**config.mk**
```make
export PLATFORM = sky130hd
export DESIGN_NAME = pedal_plausibility_drive_fsm
export DESIGN_NICKNAME = d
export VERILOG_FILES = /design/src/rtl/ppd_pkg.sv /design/src/rtl/ppd_div.sv /design/src/rtl/ppd_datapath.sv /design/src/rtl/ppd_ctrl.sv /design/src/rtl/pedal_plausibility_drive_fsm.sv
export SDC_FILE = /design/constraint.sdc
export NUM_CORES = 1
export LEC_CHECK = 0
export ABC_CLOCK_PERIOD_IN_PS = 16540
export BUFFER_PORTS_ARGS = -buffer_cell sky130_fd_sc_hd__buf_4
export CORE_MARGIN = 4
export CORE_UTILIZATION = 36
export DETAILED_ROUTE_END_ITERATION = 16
export HOLD_SLACK_MARGIN = 0.06
export PLACE_DENSITY_LB_ADDON = 0.12
export SETUP_SLACK_MARGIN = 0.2
export SLEW_MARGIN = 5
export SYNTH_ARGS = -nofsm -noshare
export SYNTH_HDL_FRONTEND = slang
export SYNTH_SLANG_ARGS = --single-unit
```
**constraint.sdc**
```tcl
create_clock -name clk_i -period 16.54 [get_ports clk_i]
set_input_delay 0.827 -clock clk_i [delete_from_list [all_inputs] [get_ports clk_i]]
set_output_delay 0.827 -clock clk_i [all_outputs]
set_load 0.005 [all_outputs]
```
**src/rtl/ppd_pkg.sv**
```systemverilog
// Shared types, constants and helper functions of the pedal plausibility controller.
`default_nettype none
package ppd_pkg;

  localparam int unsigned PW     = 15;  // calibration extreme width
  localparam int unsigned SPAN_W = 16;
  localparam int unsigned QW     = 7;   // percentage width
  localparam int unsigned NUM_W  = PW + QW;
  localparam int unsigned CFG_IDX_W = 2;
  localparam int unsigned CFG_W  = 12;
  localparam int unsigned LIM_W  = 7;

  localparam logic [PW-1:0] MIN_RESET = 15'h7FFF;
  localparam logic [QW-1:0] PCT_FULL  = 7'd100;
  localparam int unsigned   SIXTH_MUL = 43691;  // 2^18 / 6, rounded up
  localparam int unsigned   SIXTH_SHR = 18;

  localparam logic [CFG_IDX_W-1:0] REG_BRAKE_LEVEL = 2'd0;
  localparam logic [CFG_IDX_W-1:0] REG_DISC_LIMIT  = 2'd1;

  typedef enum logic [2:0] {
    M_LV    = 3'd0,
    M_PRE   = 3'd1,
    M_HV    = 3'd2,
    M_DRIVE = 3'd3,
    M_FAULT = 3'd4
  } mode_e;

  typedef enum logic [2:0] {
    C_NONE     = 3'd0,
    C_LV_DRIVE = 3'd1,
    C_TIMEOUT  = 3'd2,
    C_NO_BRAKE = 3'd3,
    C_HV_OFF   = 3'd4,
    C_DISC     = 3'd5,
    C_BRAKE    = 3'd6
  } cause_e;

  typedef enum logic [2:0] {
    ST_IDLE,
    ST_START0,
    ST_WAIT0,
    ST_START1,
    ST_WAIT1,
    ST_DECIDE
  } state_e;

  typedef struct packed {
    mode_e  m;
    cause_e c;
  } mc_t;

  typedef struct packed {
    logic load;
    logic start;
    logic sel;
    logic capture;
    logic decide;
  } cmd_t;

  typedef struct packed {
    logic div_done;
    logic out_blocked;
  } status_t;

  function automatic mc_t go_mode(mc_t s, mode_e nm);
    mc_t r;
    r = s;
    if (s.m == M_FAULT && nm != M_FAULT) begin
      r.c = C_NONE;
    end
    r.m = nm;
    return r;
  endfunction

  function automatic mc_t raise_fault(mc_t s, cause_e c);
    mc_t r;
    r = go_mode(s, M_FAULT);
    r.c = c;
    return r;
  endfunction

endpackage
`default_nettype wire

```
**src/rtl/ppd_div.sv**
```systemverilog
// Restoring divider producing a percentage quotient one bit per cycle.
`default_nettype none
module ppd_div (
  input  wire logic                      clk_i,
  input  wire logic                      rst_ni,
  input  wire logic                      start_i,
  input  wire logic [ppd_pkg::NUM_W-1:0] num_i,
  input  wire logic [ppd_pkg::PW-1:0]    den_i,
  output logic                           done_o,
  output logic [ppd_pkg::QW-1:0]         quot_o
);

  logic                      busy_q, busy_d;
  logic                      done_q, done_d;
  logic [2:0]                cnt_q, cnt_d;
  logic [ppd_pkg::NUM_W-1:0] rem_q, rem_d;
  logic [ppd_pkg::PW-1:0]    den_q, den_d;
  logic [ppd_pkg::QW-1:0]    quot_q, quot_d;
  logic [ppd_pkg::NUM_W-1:0] trial;

  always_comb begin
    busy_d = busy_q;
    done_d = 1'b0;
    cnt_d  = cnt_q;
    rem_d  = rem_q;
    den_d  = den_q;
    quot_d = quot_q;
    trial  = ppd_pkg::NUM_W'(den_q) << cnt_q;
    if (start_i) begin
      busy_d = 1'b1;
      cnt_d  = 3'(ppd_pkg::QW - 1);
      rem_d  = num_i;
      den_d  = den_i;
      quot_d = '0;
    end else if (busy_q) begin
      if (rem_q >= trial) begin
        rem_d          = rem_q - trial;
        quot_d[cnt_q]  = 1'b1;
      end
      if (cnt_q == 3'd0) begin
        busy_d = 1'b0;
        done_d = 1'b1;
      end else begin
        cnt_d = cnt_q - 3'd1;
      end
    end
  end

  always_ff @(posedge clk_i or negedge rst_ni) begin
    if (!rst_ni) begin
      busy_q <= 1'b0;
      done_q <= 1'b0;
      cnt_q  <= '0;
    end else begin
      busy_q <= busy_d;
      done_q <= done_d;
      cnt_q  <= cnt_d;
    end
  end

  always_ff @(posedge clk_i) begin
    rem_q  <= rem_d;
    den_q  <= den_d;
    quot_q <= quot_d;
  end

  assign done_o = done_q;
  assign quot_o = quot_q;

endmodule
`default_nettype wire

```
**src/rtl/ppd_datapath.sv**
```systemverilog
// Datapath: held samples, calibration, percentages, plausibility checks and mode registers.
`default_nettype none
module ppd_datapath #(
  parameter int unsigned SAMPLE_BITS = 12
) (
  input  wire logic                              clk_i,
  input  wire logic                              rst_ni,
  input  wire ppd_pkg::cmd_t                     cmd_i,
  output ppd_pkg::status_t                       status_o,
  input  wire logic [SAMPLE_BITS-1:0]            throttle_a_i,
  input  wire logic [SAMPLE_BITS-1:0]            throttle_b_i,
  input  wire logic [SAMPLE_BITS-1:0]            brake_sample_i,
  input  wire logic                              hv_switch_i,
  input  wire logic                              drive_switch_i,
  input  wire logic                              cfg_we_i,
  input  wire logic [ppd_pkg::CFG_IDX_W-1:0]     cfg_index_i,
  input  wire logic [ppd_pkg::CFG_W-1:0]         cfg_data_i,
  input  wire logic                              out_stall_i,
  output logic                                   out_valid_o,
  output logic [2:0]                             mode_o,
  output logic [2:0]                             fault_cause_o
);

  localparam int unsigned LVL_W = (SAMPLE_BITS > 12) ? SAMPLE_BITS : 12;
  localparam logic [LVL_W-1:0] LVL_RESET = LVL_W'((1 << SAMPLE_BITS) - 1 - 50);
  localparam int unsigned PW = ppd_pkg::PW;

  logic [LVL_W-1:0]           level_q;
  logic [ppd_pkg::LIM_W-1:0]  limit_q;

  ppd_pkg::mode_e             mode_q, smode_q;
  ppd_pkg::cause_e            cause_q, scause_q;
  logic                       first_q;
  logic [PW-1:0]              max_q [3];
  logic [PW-1:0]              min_q [3];
  logic [ppd_pkg::SPAN_W-1:0] span_q;
  logic [ppd_pkg::SPAN_W-1:0] sixth_q;
  logic [SAMPLE_BITS-1:0]     held_q [3];
  logic                       hv_q, drv_q;
  logic [ppd_pkg::QW-1:0]     pct_q [2];
  logic                       spec_q;
  logic [ppd_pkg::QW-1:0]     spec_val_q;
  logic                       out_valid_q;

  // Percentage set-up for the selected throttle sensor.
  logic [PW-1:0]              sel_mx, sel_mn, sel_c;
  logic signed [PW:0]         sel_den;
  logic                       start_spec;
  logic [ppd_pkg::QW-1:0]     start_spec_val;
  logic [ppd_pkg::NUM_W-1:0]  start_num;
  logic                       div_done;
  logic [ppd_pkg::QW-1:0]     div_quot;

  always_comb begin
    sel_mx  = max_q[{1'b0, cmd_i.sel}];
    sel_mn  = min_q[{1'b0, cmd_i.sel}];
    sel_c   = PW'(held_q[{1'b0, cmd_i.sel}]);
    sel_den = $signed({1'b0, sel_mx}) - $signed({1'b0, sel_mn});
    start_spec     = 1'b0;
    start_spec_val = '0;
    if (sel_den == '0) begin
      start_spec = 1'b1;
    end else if (sel_den < 0) begin
      // Inverted calibration: the clamp pins the sample at an extreme.
      start_spec = 1'b1;
      start_spec_val = (sel_c > sel_mx) ? ppd_pkg::PCT_FULL : '0;
    end else begin
      if (sel_c > sel_mx) begin
        sel_c = sel_mx;
      end else if (sel_c < sel_mn) begin
        sel_c = sel_mn;
      end
    end
    start_num = ppd_pkg::NUM_W'(sel_c - sel_mn) * ppd_pkg::NUM_W'(ppd_pkg::PCT_FULL);
  end

  ppd_div u_div (
    .clk_i   (clk_i),
    .rst_ni  (rst_ni),
    .start_i (cmd_i.start),
    .num_i   (start_num),
    .den_i   (sel_den[PW-1:0]),
    .done_o  (div_done),
    .quot_o  (div_quot)
  );

  // Samples are taken in every mode that checks the throttles or calibrates.
  logic take;
  always_comb begin
    take = 1'b0;
    unique case (mode_q)
      ppd_pkg::M_LV:    take = !first_q;
      ppd_pkg::M_HV:    take = 1'b1;
      ppd_pkg::M_DRIVE: take = 1'b1;
      ppd_pkg::M_FAULT: take = (cause_q == ppd_pkg::C_HV_OFF) ||
                               (cause_q == ppd_pkg::C_DISC) ||
                               (cause_q == ppd_pkg::C_BRAKE);
      default:          take = 1'b0;
    endcase
  end

  // Checks on the held samples.
  logic signed [ppd_pkg::QW:0]  pdiff;
  logic [ppd_pkg::QW:0]         pabs;
  logic                         dis;
  logic [ppd_pkg::SPAN_W-1:0]   bval;
  logic [ppd_pkg::SPAN_W-1:0]   bmax, bmin;
  logic [ppd_pkg::SPAN_W+7:0]   bprod;
  logic                         pressed;
  logic [SAMPLE_BITS+1:0]       thr4;
  logic                         thr_gt, thr_ge;

  always_comb begin
    pdiff = $signed({1'b0, pct_q[0]}) - $signed({1'b0, pct_q[1]});
    pabs  = (pdiff < 0) ? $unsigned(-pdiff) : $unsigned(pdiff);
    dis   = pabs > {1'b0, limit_q};
    bmax  = ppd_pkg::SPAN_W'(max_q[2]);
    bmin  = ppd_pkg::SPAN_W'(min_q[2]);
    bval  = ppd_pkg::SPAN_W'(held_q[2]) - sixth_q;
    if (bval > bmax) begin
      bval = bmax;
    end
    if (bval < bmin) begin
      bval = bmin;
    end
    bprod   = (ppd_pkg::SPAN_W+8)'(bval - bmin) * (ppd_pkg::SPAN_W+8)'(ppd_pkg::PCT_FULL);
    pressed = (span_q != '0) && (bprod >= (ppd_pkg::SPAN_W+8)'(span_q));
    thr4    = {held_q[0], 2'b00};
    thr_gt  = 32'(thr4) > 32'(span_q);
    thr_ge  = 32'(thr4) >= 32'(span_q);
  end

  // Mode decision for one pass, checks in their fixed order.
  ppd_pkg::mc_t     s;
  ppd_pkg::mode_e   smode_d;
  ppd_pkg::cause_e  scause_d;
  logic             first_d;
  logic [PW-1:0]    max_d [3];
  logic [PW-1:0]    min_d [3];
  logic [ppd_pkg::SPAN_W-1:0] span_d;
  logic             bad;

  always_comb begin
    s        = '{m: mode_q, c: cause_q};
    smode_d  = smode_q;
    scause_d = scause_q;
    first_d  = first_q;
    max_d    = max_q;
    min_d    = min_q;
    span_d   = span_q;
    bad      = 1'b0;
    unique case (mode_q)
      ppd_pkg::M_LV: begin
        if (first_q) begin
          for (int k = 0; k < 3; k++) begin
            max_d[k] = '0;
            min_d[k] = ppd_pkg::MIN_RESET;
          end
          first_d = 1'b0;
        end else begin
          for (int k = 0; k < 3; k++) begin
            if (PW'(held_q[k]) > max_q[k]) max_d[k] = PW'(held_q[k]);
            if (PW'(held_q[k]) < min_q[k]) min_d[k] = PW'(held_q[k]);
          end
        end
        if (drv_q) begin
          s = ppd_pkg::raise_fault(s, ppd_pkg::C_LV_DRIVE);
        end else if (hv_q) begin
          span_d = ppd_pkg::SPAN_W'(max_d[0]) - ppd_pkg::SPAN_W'(min_d[0]);
          s = ppd_pkg::go_mode(s, ppd_pkg::M_PRE);
        end
      end
      ppd_pkg::M_PRE: begin
        s = ppd_pkg::go_mode(s, ppd_pkg::M_HV);
      end
      ppd_pkg::M_HV: begin
        if (s.c != ppd_pkg::C_DISC && dis) begin
          smode_d = s.m; scause_d = s.c;
          s = ppd_pkg::raise_fault(s, ppd_pkg::C_DISC);
        end
        if (!hv_q) begin
          s = ppd_pkg::go_mode(s, ppd_pkg::M_LV);
        end else if (drv_q) begin
          if (LVL_W'(held_q[2]) >= level_q) begin
            s = ppd_pkg::go_mode(s, ppd_pkg::M_DRIVE);
          end else begin
            s = ppd_pkg::raise_fault(s, ppd_pkg::C_NO_BRAKE);
          end
        end
      end
      ppd_pkg::M_DRIVE: begin
        if (s.c != ppd_pkg::C_DISC && dis) begin
          smode_d = s.m; scause_d = s.c;
          s = ppd_pkg::raise_fault(s, ppd_pkg::C_DISC);
        end
        bad = (s.m == ppd_pkg::M_FAULT && s.c == ppd_pkg::C_BRAKE) ? thr_ge
                                                                    : (pressed && thr_gt);
        if (!drv_q) begin
          s = ppd_pkg::go_mode(s, ppd_pkg::M_HV);
        end else if (!hv_q) begin
          s = ppd_pkg::raise_fault(s, ppd_pkg::C_HV_OFF);
        end else if (bad) begin
          s = ppd_pkg::raise_fault(s, ppd_pkg::C_BRAKE);
        end
      end
      ppd_pkg::M_FAULT: begin
        unique case (cause_q)
          ppd_pkg::C_LV_DRIVE: begin
            if (!drv_q) s = ppd_pkg::go_mode(s, ppd_pkg::M_LV);
          end
          ppd_pkg::C_TIMEOUT: begin
            if (!hv_q && !drv_q) s = ppd_pkg::go_mode(s, ppd_pkg::M_LV);
          end
          ppd_pkg::C_NO_BRAKE: begin
            if (!drv_q) s = ppd_pkg::go_mode(s, ppd_pkg::M_HV);
          end
          ppd_pkg::C_HV_OFF: begin
            if (dis) begin
              smode_d = s.m; scause_d = s.c;
              s = ppd_pkg::raise_fault(s, ppd_pkg::C_DISC);
            end
            if (!drv_q) s = ppd_pkg::go_mode(s, ppd_pkg::M_LV);
          end
          ppd_pkg::C_DISC: begin
            if (!dis) begin
              if (smode_q == ppd_pkg::M_FAULT) begin
                s = ppd_pkg::raise_fault(s, scause_q);
              end else begin
                s = ppd_pkg::go_mode(s, smode_q);
              end
            end
          end
          ppd_pkg::C_BRAKE: begin
            if (dis) begin
              smode_d = s.m; scause_d = s.c;
              s = ppd_pkg::raise_fault(s, ppd_pkg::C_DISC);
            end
            bad = (s.m == ppd_pkg::M_FAULT && s.c == ppd_pkg::C_BRAKE) ? thr_ge
                                                                        : (pressed && thr_gt);
            if (!bad) s = ppd_pkg::go_mode(s, ppd_pkg::M_DRIVE);
          end
          default: ;
        endcase
      end
      default: ;
    endcase
  end

  always_ff @(posedge clk_i or negedge rst_ni) begin
    if (!rst_ni) begin
      level_q     <= LVL_RESET;
      limit_q     <= ppd_pkg::LIM_W'(10);
      mode_q      <= ppd_pkg::M_LV;
      cause_q     <= ppd_pkg::C_NONE;
      smode_q     <= ppd_pkg::M_LV;
      scause_q    <= ppd_pkg::C_NONE;
      first_q     <= 1'b1;
      span_q      <= '0;
      sixth_q     <= '0;
      out_valid_q <= 1'b0;
      for (int k = 0; k < 3; k++) begin
        max_q[k]  <= '0;
        held_q[k] <= '0;
      end
      min_q[0] <= ppd_pkg::MIN_RESET;
      min_q[1] <= ppd_pkg::MIN_RESET;
      min_q[2] <= '0;
    end else begin
      if (cfg_we_i) begin
        if (cfg_index_i == ppd_pkg::REG_BRAKE_LEVEL) begin
          level_q <= LVL_W'(cfg_data_i);
        end else if (cfg_index_i == ppd_pkg::REG_DISC_LIMIT) begin
          limit_q <= cfg_data_i[ppd_pkg::LIM_W-1:0];
        end
      end
      // The span changes only on leaving low voltage, long before it is needed.
      sixth_q <= ppd_pkg::SPAN_W'((32'(span_q) * 32'(ppd_pkg::SIXTH_MUL)) >>
                                  ppd_pkg::SIXTH_SHR);
      if (cmd_i.load && take) begin
        held_q[0] <= throttle_a_i;
        held_q[1] <= throttle_b_i;
        held_q[2] <= brake_sample_i;
      end
      if (cmd_i.decide) begin
        mode_q   <= s.m;
        cause_q  <= s.c;
        smode_q  <= smode_d;
        scause_q <= scause_d;
        first_q  <= first_d;
        max_q    <= max_d;
        min_q    <= min_d;
        span_q   <= span_d;
        out_valid_q <= 1'b1;
      end else if (out_valid_q && !out_stall_i) begin
        out_valid_q <= 1'b0;
      end
    end
  end

  always_ff @(posedge clk_i) begin
    if (cmd_i.load) begin
      hv_q  <= hv_switch_i;
      drv_q <= drive_switch_i;
    end
    if (cmd_i.start) begin
      spec_q     <= start_spec;
      spec_val_q <= start_spec_val;
    end
    if (cmd_i.capture) begin
      pct_q[cmd_i.sel] <= spec_q ? spec_val_q : div_quot;
    end
  end

  assign status_o.div_done    = div_done;
  assign status_o.out_blocked = out_valid_q && out_stall_i;
  assign out_valid_o   = out_valid_q;
  assign mode_o        = mode_q;
  assign fault_cause_o = cause_q;

endmodule
`default_nettype wire

```
**src/rtl/ppd_ctrl.sv**
```systemverilog
// Controller state machine sequencing one control-loop pass through the datapath.
`default_nettype none
module ppd_ctrl (
  input  wire logic                clk_i,
  input  wire logic                rst_ni,
  input  wire logic                in_valid_i,
  output logic                     in_stall_o,
  input  wire ppd_pkg::status_t    status_i,
  output ppd_pkg::cmd_t            cmd_o
);

  ppd_pkg::state_e state_q, state_d;

  always_ff @(posedge clk_i or negedge rst_ni) begin
    if (!rst_ni) begin
      state_q <= ppd_pkg::ST_IDLE;
    end else begin
      state_q <= state_d;
    end
  end

  always_comb begin
    state_d    = state_q;
    cmd_o      = '0;
    in_stall_o = (state_q != ppd_pkg::ST_IDLE);
    unique case (state_q)
      ppd_pkg::ST_IDLE: begin
        if (in_valid_i) begin
          cmd_o.load = 1'b1;
          state_d    = ppd_pkg::ST_START0;
        end
      end
      ppd_pkg::ST_START0: begin
        cmd_o.start = 1'b1;
        state_d     = ppd_pkg::ST_WAIT0;
      end
      ppd_pkg::ST_WAIT0: begin
        if (status_i.div_done) begin
          cmd_o.capture = 1'b1;
          state_d       = ppd_pkg::ST_START1;
        end
      end
      ppd_pkg::ST_START1: begin
        cmd_o.sel   = 1'b1;
        cmd_o.start = 1'b1;
        state_d     = ppd_pkg::ST_WAIT1;
      end
      ppd_pkg::ST_WAIT1: begin
        cmd_o.sel = 1'b1;
        if (status_i.div_done) begin
          cmd_o.capture = 1'b1;
          state_d       = ppd_pkg::ST_DECIDE;
        end
      end
      ppd_pkg::ST_DECIDE: begin
        // The mode registers feed the output, so wait until the last result is taken.
        if (!status_i.out_blocked) begin
          cmd_o.decide = 1'b1;
          state_d      = ppd_pkg::ST_IDLE;
        end
      end
      default: state_d = ppd_pkg::ST_IDLE;
    endcase
  end

endmodule
`default_nettype wire

```
**src/rtl/pedal_plausibility_drive_fsm.sv**
```systemverilog
// Top level of the pedal plausibility and drive mode controller.
// Each input transaction is one control-loop pass: two throttle samples, a brake
// sample and the HV and drive switches. Each pass yields one result transaction
// carrying the new mode and fault cause.
// Both data channels use valid and stall; the configuration channel uses valid
// and ready, and ready is always high. Configuration is to be written by the
// user only while idle; the block itself does not enforce this.
// A pass runs from acceptance to a valid result through the load, two 7-step
// percentage divisions in the shared divider and the decision. A new pass is
// accepted once the previous one has reached its decision, so passes do not overlap.
// If the receiver stalls, the result is held and a following pass waits at its
// decision cycle until the result has been taken.
// Reset puts the block in low voltage with no fault, clears the calibration and
// restores the register defaults.
`default_nettype none
module pedal_plausibility_drive_fsm #(
  parameter int unsigned SAMPLE_BITS = 12
) (
  input  wire logic                          clk_i,
  input  wire logic                          rst_ni,
  input  wire logic                          in_valid_i,
  output logic                               in_stall_o,
  input  wire logic [SAMPLE_BITS-1:0]        throttle_a_i,
  input  wire logic [SAMPLE_BITS-1:0]        throttle_b_i,
  input  wire logic [SAMPLE_BITS-1:0]        brake_sample_i,
  input  wire logic                          hv_switch_i,
  input  wire logic                          drive_switch_i,
  output logic                               out_valid_o,
  input  wire logic                          out_stall_i,
  output logic [2:0]                         mode_o,
  output logic [2:0]                         fault_cause_o,
  input  wire logic                          cfg_valid_i,
  output logic                               cfg_ready_o,
  input  wire logic [ppd_pkg::CFG_IDX_W-1:0] cfg_index_i,
  input  wire logic [ppd_pkg::CFG_W-1:0]     cfg_data_i
);

  ppd_pkg::cmd_t    cmd;
  ppd_pkg::status_t status;

  assign cfg_ready_o = 1'b1;

  ppd_ctrl u_ctrl (
    .clk_i      (clk_i),
    .rst_ni     (rst_ni),
    .in_valid_i (in_valid_i),
    .in_stall_o (in_stall_o),
    .status_i   (status),
    .cmd_o      (cmd)
  );

  ppd_datapath #(
    .SAMPLE_BITS (SAMPLE_BITS)
  ) u_dp (
    .clk_i          (clk_i),
    .rst_ni         (rst_ni),
    .cmd_i          (cmd),
    .status_o       (status),
    .throttle_a_i   (throttle_a_i),
    .throttle_b_i   (throttle_b_i),
    .brake_sample_i (brake_sample_i),
    .hv_switch_i    (hv_switch_i),
    .drive_switch_i (drive_switch_i),
    .cfg_we_i       (cfg_valid_i),
    .cfg_index_i    (cfg_index_i),
    .cfg_data_i     (cfg_data_i),
    .out_stall_i    (out_stall_i),
    .out_valid_o    (out_valid_o),
    .mode_o         (mode_o),
    .fault_cause_o  (fault_cause_o)
  );

endmodule
`default_nettype wire
```
== Yosys cells after proc, flatten, opt, wreduce, memory -nomap -nowiden ==
Memory sizes are Yosys's and may differ from the RTL's.
Cells that the tools add are included.
Storage, ports and cells
  output and inout bits: 9
  memories: 1
  register bits after elaboration: 251
  bits in writable memories: 14
  input port bits: 57
Memories
  u_dp.pct_q: words 2, bits a word 7, rd ports 2, clocked after memory_dff 0, write ports 1, line ppd_datapath.sv:40  | logic [ppd_pkg::QW-1:0] pct_q [2];
Operators by class
  magnitude comparators: 21
  add/subtract/negate cells: 9
  shift-type cells: 1
  muxes and demuxes: 101
  bitwise operators: 6
  reduce and logical (&&, ||, !) cells: 51
  equality and inequality tests: 45
  $mul: 3
Operator list (count)
  $mux W15: 14
  $mux W45: 4
  $mux W6: 23
  $mux W22: 3
  $bmux W15 S2: 2
  $gt A12 B15 Y1: 4
  $lt A12 B15 Y1: 4
  $mux W3: 18
  $sub A15 B15 Y16: 3
  $eq A3 B3 Y1 const B: 13
  $pmux W6 S6: 1
  $mul A16 B16 Y32 const B: 1
  $mux W16: 2
  $pmux W6 S5: 1
  $bmux W12 S2: 1
  $ge A24 B16 Y1: 1
  $mul A24 B5 Y22 const B: 1
  $mux W12: 2
  $ge A22 B22 Y1: 1
  $mul A22 B5 Y20 const B: 1
  $mux W1: 22
  $shl A15 B3 Y22: 1
  $sub A22 B22 Y22: 1
  $eq A3 B2 Y1 const B: 6
  51 further kinds: 107

== Logic depth before layout (Yosys ltp) ==
Gate-level depths: netlist (run 1).
  depth after elaboration: 15
  depth in mapped cells: 67
  gate-level depth less buffers: 65

== By module ==
From an unflattened synthesis (run 1), not the netlist that was laid out.
Unflattened totals
  cell total of the unflattened synthesis: 3098
  area total of the unflattened synthesis: 28115.7 um2
Modules (own cells, without submodules)
  ppd_datapath: cells an instance 2691, instances 1, seq. area each 5069.9 um2, area each 24189.4 um2
  ppd_div: cells an instance 381, instances 1, seq. area each 1376.3 um2, area each 3679.8 um2
  ppd_ctrl: cells an instance 24, instances 1, seq. area each 75.1 um2, area each 235.2 um2
  pedal_plausibility_drive_fsm: cells an instance 2, instances 1, seq. area each 0.0 um2, area each 11.3 um2

== Least setup slack after synthesis (run 1) ==
Ideal clock, no wire load.
  path type: reg-to-reg
  from: reg u_dp.held_q[0] in the netlist's numbering
  to: reg u_dp.cause_q[1], in the netlist u_dp.fault_cause_o[1]
  path buffers: 2
  slack: 4.494 ns
  data required time: 16.415 ns
  arrival time: 11.921 ns
  cell stages (with the launch flop): 65
  cell sequence: dfrtp_1 inv_1 ha_1 fa_1 nor2b_1 o21ai_0 a21boi_0 o21ai_0 a21oi_1 xor2_1 ha_1 a21oi_1 nor2b_1 o21ai_0 nand2b_1 a21oi_1 nor2b_1 a221oi_1 (+29 left out) o21a_1 nor2_1 a211o_1 nor2b_1 o21ai_0 nand2b_1 xor2_1 ha_1 a2111oi_0 o311ai_0 a2111oi_0 o22ai_1 a2111oi_2 nand3_1 o21ai_2 o221a_2 o22ai_1 mux2_2
Between the ends
  longest elaborated chain between the ends: 15
  elaborated cells between the ends (all ways): 22
  those cells by class: 2 x add/sub; 1 x mul; 4 x order compare; 13 x mux; 2 x reduce/logical
RTL lines
  start: declaration: line ppd_datapath.sv:38  | logic [SAMPLE_BITS-1:0] held_q [3];
  $sub A12 B14 Y15: line ppd_datapath.sv:119  | bval = ppd_pkg::SPAN_W'(held_q[2]) - sixth_q;
  $gt A16 B15 Y1: line ppd_datapath.sv:120  | if (bval > bmax) begin
  $mux W16: line ppd_datapath.sv:120
  $lt A16 B15 Y1: line ppd_datapath.sv:123  | if (bval < bmin) begin
  $mux W16: line ppd_datapath.sv:123
  $sub A16 B15 Y17: line ppd_datapath.sv:126  | bprod = (ppd_pkg::SPAN_W+8)'(bval - bmin) * (ppd_pkg::SPAN_W+8)'(ppd_pkg::PCT_FULL);
  $mul A24 B5 Y22: line ppd_datapath.sv:126
  $ge A24 B16 Y1: line ppd_datapath.sv:127  | pressed = (span_q != '0) && (bprod >= (ppd_pkg::SPAN_W+8)'(span_q));
  $logic_and A1 B1 Y1: line ppd_datapath.sv:127
  $logic_and A1 B1 Y1: line ppd_datapath.sv:197, ppd_datapath.sv:239
  $mux W1: line ppd_datapath.sv:196  | bad = (s.m == ppd_pkg::M_FAULT && s.c == ppd_pkg::C_BRAKE) ? thr_ge
  $mux W6: line ppd_datapath.sv:202  | end else if (bad) begin
  $mux W6: line ppd_datapath.sv:200  | end else if (!hv_q) begin
  $mux W6: line ppd_datapath.sv:198  | if (!drv_q) begin
  $pmux W6 S5 (*): line ppd_datapath.sv:152  | unique case (mode_q)
  end signal: assignment: line ppd_datapath.sv:254  | cause_q <= ppd_pkg::C_NONE;
  end signal: assignment: line ppd_datapath.sv:286  | cause_q <= s.c;
  end: declaration: line ppd_datapath.sv:32  | ppd_pkg::cause_e cause_q, scause_q;
Mark *: on every way between the ends. The rest lies on a longest branch, timed or not.
A chain may end at the register's enable or synchronous reset.

== Final worst setup path (run 1) ==
Same ends and word-level chain as after synthesis.

==> results by group, run 1 <==
Run status
  – Status: finished, final reports clean

Detailed routing
  – DR WL met2: approximately 35000 um
  – Routed wl met3: 2460 um
  – Drt total wl: 77690 um
  – Wire length per cell: approximately 19 um
  – Max layer used: met4
  – Residual DRC: 0
  – DRT iter0 DRCs: about 1100
  – First-pass DRT Iterations: 5
  – Via count: roughly 22000
  – Detail Route Antenna Nets: 0
  – Via density: ~5.3
  – DRT met1 WL: about 38000 um

Floorplan
  – Starting density of the core: 36.42%
  – Die width: 285.7 um
  – Io pins: 66
  – Die height: about 290 um
  – Die ar.: 0.08160 sq mm
  – Core Area: ~0.076 sq mm
  – Site Rows: 101

STA
  – Final hold violations: 0
  – Slew @ Worst Pin: 1253 ps
  – Fmax: slightly below 0.07 GHz
  – Setup Total Neg Slack: 0 ps
  – Fin crit share: around 89%
  – Hold slack: approximately 270 ps
  – RSZ-0062 raised after global routing: false
  – Fin worst setup slack: between 1500 and 2000 ps
  – Relative slew slack: approximately 16%
  – Final setup viols: 0
  – Clock skew: about 29 ps
  – Tmin final: 14650 ps
  – Fin. max-slew vios: 0

Worst setup path
  – Worst EP required: about 17000 ps
  – Crit path max-delay cell type: o211ai_1
  – Worst Reg-to-Reg Cells: 59
  – CP endpoint kind: register
  – Reg2Reg Setup Slack: ~1900 ps
  – Setup crit start kind: register
  – CP arrival: 15070 ps
  – Cell mode on critical path: o21ai_0
  – CP max FO: 23
  – Worst R2R Start: u_dp.held_q[0]$_DFFE_PN0P_
  – Worst setup startpoint: u_dp.held_q[0]$_DFFE_PN0P_
  – FF-to-FF End: u_dp.fault_cause_o[1]$_DFFE_PN0P_
  – Crit-path max cell delay: about 1000 ps
  – CP Class: register to register

Clocking
  – CTS hold repair buffers: 0
  – Clock-pin slew of the registers on the worst-case setup and hold paths: 60 ps
  – Num CTS Buffers: 35
  – Clock latency on the worst-skew pair: ~550 ps
  – PostCTS Resize Cnt: 0
  – Postcts setup bufs: 0
  – CTS tree: done
  – CTS root buffer: clkbuf_16
  – Deepest clock path buffer count: 3
  – Clk sinks: about 250
  – H-tree depth: 2

Logic synthesis
  – Number of synthesized flops with an enable pin: 53
  – Number of distinct library cells after synthesis: 87
  – Commonest cells post-synth: 486 x ha_1, 469 x inv_1, 197 x nor2_1, 171 x a21oi_1, 165 x o21ai_0
  – Syn Area/Cell: 8.987 sq um
  – YS warnings: 0
  – Largest cells by area after synthesis: ha_1 22%, dfrtp_1 13%, fa_1 8.7%, inv_1 6.3%, edfxtp_1 5.7%
  – Netlist Area Pre-Place: approximately 0.028 sq mm
  – Cell type with the largest total area after synthesis: ha_1
  – Syn Inst Count: between 3000 and 4000
  – Synth Register Bits: between 200 and 250
  – Ys flop type: dfrtp_1
  – Async S/R FF share, synth: around three quarters
  – Seq/Total Area, Yosys: about a quarter
  – Most common cell in the netlist: ha_1
  – Top-area cell type share of the netlist area: 21.91%

Global route
  – GRT Overall Usage: between 10% and 20%
  – GR Overflow Total: 0
  – Global-route wire length before repair: approximately 130000 um
  – Largest net degree at the start of global routing: 80
  – Initial antenna violation count: 1
  – Vias in the first global route: about 23000

Final layout
  – Fin nets: between 3000 and 4000
  – Number of antenna diodes: 0
  – Layout cells sized above 1: about a tenth
  – Layout area overhead: 10.44%
  – Final core occ: between 40% and 50%

Placed design
  – Routability cong.: ~0.91
  – Place WS: about 2200 ps
  – Input/output buffers: 64
  – HPWL after DPL: 62620 um

Hold path
  – Class of the worst hold path: primary input to async pin

Run
  – Maxcap violations: 0
-- layout by cell type, fill, tap and decap left out, types with 53 or more instances in the layout --
cell      synthesis  routed
mux2_2           74      74
nor2b_1          60      60
fa_1            120     120
nand2_1         154     153
buf_4             1      86
xnor2_1          80      80
ha_1            486     486
nor2_1          197     196
inv_1           469     469
a21o_1           78      78
o21ai_0         165     164
a21oi_1         171     170
mux2i_1          53      53
edfxtp_1         53      53
nand3_1          59      59
dfrtp_1         147     147
-- through the flow --
stage	area, sq um	std cells
finish	30650	4175
detailed placement	29390	4111
floorplan	27760	3089
CTS	30650	4175
global placement	29390	4111
global route	30650	4175
-- critical path: cells and delay by family, from the launching register on --
family | cells | cell delay (ps)
AO/OA/AOI/OAI | 32 | 8480
adder cells (fa/ha/maj) | 8 | 2620
multiplexers | 2 | 690
buffers and inverters | 3 | 260
flip-flops | 1 | 410
XOR/XNOR | 3 | 590
AND/OR/NAND/NOR | 11 | 1450
-- cell families (layout without fill, tap and decap cells) --
group,Yosys count,in the layout,synth area share (%)
buf+inv,565,621,7.660
xor+xnor,118,118,3.724
flops,249,249,23.43
fa+ha+maj,606,606,30.57
simple gates,667,667,11.61
compound gates,752,752,17.94
other cells,2,3,0.02706
mux,129,129,5.045
-- flip-flops by register name, summed over array words and instances, names as in the netlist, 3 cells and up --
name	flops
u_ctrl.state_q	3
u_dp.bmax	12
u_dp.bmin	13
u_dp.fault_cause_o	3
u_dp.held_q	36
u_dp.level_q	12
u_dp.limit_q	7
u_dp.max_q	27
u_dp.min_q	28
u_dp.mode_o	3
u_dp.pct_q	14
u_dp.scause_q	3
u_dp.sixth_q	14
u_dp.smode_q	3
u_dp.span_q	16
u_dp.u_div.cnt_q	3
u_dp.u_div.den_q	15
u_dp.u_div.quot_o	7
u_dp.u_div.rem_q	22
-- cell type report --
| class | count | area, sq um |
|---|---|---|
| fill | 7561 | 45550 |
| multi-input combinational | 2275 | 19180 |
| sequential | 249 | 6501 |
| inverter | 470 | 1764 |
| tap | 1030 | 1289 |
| clock buffer | 46 | 1021 |
| timing repair buffer | 87 | 659.4 |
| clock inverter | 18 | 236.5 |
-- how the worst max path moves through the flow --
stage,to,slack (ps)
6_report,u_dp.fault_cause_o[1]$_DFFE_PN0P_,1890
5_1_grt,u_dp.fault_cause_o[1]$_DFFE_PN0P_,660
4_1_cts,u_dp.fault_cause_o[1]$_DFFE_PN0P_,2110
3_5_place_dp,u_dp.fault_cause_o[1]$_DFFE_PN0P_,2180
3_3_place_gp,u_dp.fault_cause_o[1]$_DFFE_PN0P_,2580
2_1_floorplan,u_dp.fault_cause_o[1]$_DFFE_PN0P_,4490
-- layer usage --
layer	track usage (%)	vias up
met5	0	-
met4	4.280	0
met3	2.008	87
met2	31.19	355
met1	26.99	10763
li1	-	10902
Power of run 1 is left out: the tool's default activity adds up to more than one toggle a clock period on the data nets, which glitch-free logic cannot reach.
==> run 2, diff against run 1 <==
--- a/config.mk
+++ b/config.mk
@@ -12,6 +12,7 @@
 export DETAILED_ROUTE_END_ITERATION = 16
 export HOLD_SLACK_MARGIN = 0.06
 export PLACE_DENSITY_LB_ADDON = 0.12
+export REMOVE_ABC_BUFFERS = 1
 export SETUP_SLACK_MARGIN = 0.2
 export SLEW_MARGIN = 5
 export SYNTH_ARGS = -nofsm -noshare
==> run 2 against run 1 <==
- via count is 0.14% higher
- register-to-register slack better by 980 ps
- worst hold slack better by 38 ps
- first-iteration DRC count is 21% higher
- sequential share of layout area is 0.071 points higher
- final cell count hardly changed
- wire length hardly changed
- count of clock-buffer cells in the layout is 5 higher
- global-route usage hardly changed
- critical path type unchanged
- highest routed layer unchanged
==> results by group, run 2 (synthesized netlist as in run 1, its figures left out) <==
STA
  – Final hold violations: 0
  – Slew @ Worst Pin: roughly 1100 ps
  – Final setup viols: 0
  – Clock skew: approximately 26 ps
  – Setup Total Neg Slack: 0 ps
  – Fin crit share: slightly above 80%
  – RSZ-0062 raised after global routing: false
  – Tmin final: between 10000 and 15000 ps
  – Fmax: 0.07317 GHz
  – Fin worst setup slack: approximately 2900 ps
  – Relative slew slack: about a quarter
  – Fin. max-slew vios: 0
  – Hold slack: 303.8 ps

Clocking
  – CTS tree: done
  – Deepest clock path buffer count: 3
  – H-tree depth: 2
  – Clk sinks: ~250
  – CTS hold repair buffers: 0
  – Num CTS Buffers: 35
  – Postcts setup bufs: 0
  – Clock-pin slew of the registers on the worst-case setup and hold paths: around 60 ps
  – Clock latency on the worst-skew pair: around 550 ps
  – PostCTS Resize Cnt: 0
  – CTS root buffer: clkbuf_16

Final layout
  – Layout cells sized above 1: under 10%
  – Most frequent cells in the layout: 486 x ha_1, 469 x inv_1, 196 x nor2_1
  – Number of antenna diodes: 0
  – Top Registers: u_dp.held_q (36), u_dp.min_q (28), u_dp.max_q (27)
  – Top reg by flops: u_dp.held_q
  – Commonest non-fill, non-tap cell in the layout: ha_1
  – Fin nets: between 3000 and 4000
  – Sequential Area: between 0.006 and 0.007 sq mm
  – Max FFs per register: 36
  – Layout area overhead: 10.07%
  – Multi-input gate area: about 0.019 sq mm
  – FILL cells: between 7000 and 8000

Worst setup path
  – CP max FO: 23
  – Crit-path max cell delay: about 530 ps
  – Reg2Reg Setup Slack: about 2900 ps
  – Worst EP required: ~17000 ps
  – Worst Reg-to-Reg Cells: between 60 and 70
  – FF-to-FF End: u_dp.fault_cause_o[1]$_DFFE_PN0P_
  – CP endpoint kind: register
  – Worst R2R Start: u_dp.held_q[0]$_DFFE_PN0P_
  – Setup crit start kind: register
  – Cell mode on critical path: o21ai_0
  – Crit path max-delay cell type: fa_1
  – CP Class: register to register
  – CP arrival: ~14000 ps

Global route
  – Largest net degree at the start of global routing: 66
  – GRT Overall Usage: a little under a fifth
  – Initial antenna violation count: 1
  – Global-route wire length before repair: between 100000 and 150000 um
  – GR Overflow Total: 0
  – Vias in the first global route: 22827

Detailed routing
  – Detail Route Antenna Nets: 0
  – Wire length per cell: 18.62 um
  – DRT iter0 DRCs: ~1300
  – Residual DRC: 0
  – First-pass DRT Iterations: 5
  – Via density: 5.306
  – Drt total wl: around 78000 um
  – Via count: 22137

Run status
  – Status: finished, final reports clean

Placed design
  – Routability cong.: between 0.8 and 0.9
  – HPWL after DPL: about 62000 um
  – Place WS: roughly 3000 ps
  – Input/output buffers: 64

Floorplan
  – Die width: 285.7 um
  – Io pins: 66
  – Core Area: between 0.07 and 0.08 sq mm
  – Site Rows: slightly above 100
  – Die height: between 200 and 300 um
  – Die ar.: 0.08160 sq mm
  – Starting density of the core: 36.42%

Hold path
  – Class of the worst hold path: primary input to async pin

Run
  – Maxcap violations: 0
run 2: cell count changes in the layout (fill, tap and decap cells not counted), sizes merged:
cell	delta
buf	-2
bufinv	-2
inv	+1
clkbuf	+5
clkinv	-5
run 2: worst max-delay path: cells and delay by family (launching register included):
kind            cells  cell delay, ps
compound gates     31            6520
fa+ha+maj           8            2460
simple gates       12            1720
mux                 4            1100
buf+inv             5             780
xor+xnor            3             570
flops               1             400
run 2: how the worst max path moves through the flow:
stage | startpoint | to | cells past startpoint
final | u_dp.held_q[0]$_DFFE_PN0P_ | u_dp.fault_cause_o[1]$_DFFE_PN0P_ | 63
after global routing | u_dp.held_q[0]$_DFFE_PN0P_ | u_dp.fault_cause_o[1]$_DFFE_PN0P_ | 63
after global placement | u_dp.held_q[0]$_DFFE_PN0P_ | u_dp.fault_cause_o[1]$_DFFE_PN0P_ | 63
after floorplan | u_ctrl.state_q[0]$_DFFE_PN0P_ | u_dp.u_div.rem_q[21]$_DFFE_PP_ | 42
after detailed placement | u_dp.held_q[0]$_DFFE_PN0P_ | u_dp.fault_cause_o[1]$_DFFE_PN0P_ | 63
after CTS | u_dp.held_q[0]$_DFFE_PN0P_ | u_dp.fault_cause_o[1]$_DFFE_PN0P_ | 63
run 2: layout make-up:
type,count,area share [%]
multi-input cells,2275,62.81
flip-flops and latches,249,21.28
clock buffers,51,3.268
inverters,470,5.775
clock inverters,12,0.5407
repair buffers,85,2.109
well taps,1030,4.219
run 2: stage by stage:
step	utilization (%)	cell area [sq um]	instances
floorplan	-	27400	2994
global placement	38.56	29380	4109
detailed placement	38.56	29380	4109
CTS	40.09	30550	4172
global route	40.09	30550	4172
finish	40.09	30550	4172
run 2: metal layers:
layer | global-route usage (%) | part of all wire (%) | wire, um
met5 | 0 | 0 | 0
met2 | 30.83 | 45 | 34820
met3 | 2.534 | 4.3 | 3304
met4 | 4.542 | 2.2 | 1696
met1 | 26.87 | 49 | 37870
Power of run 2 is left out for the same reason.
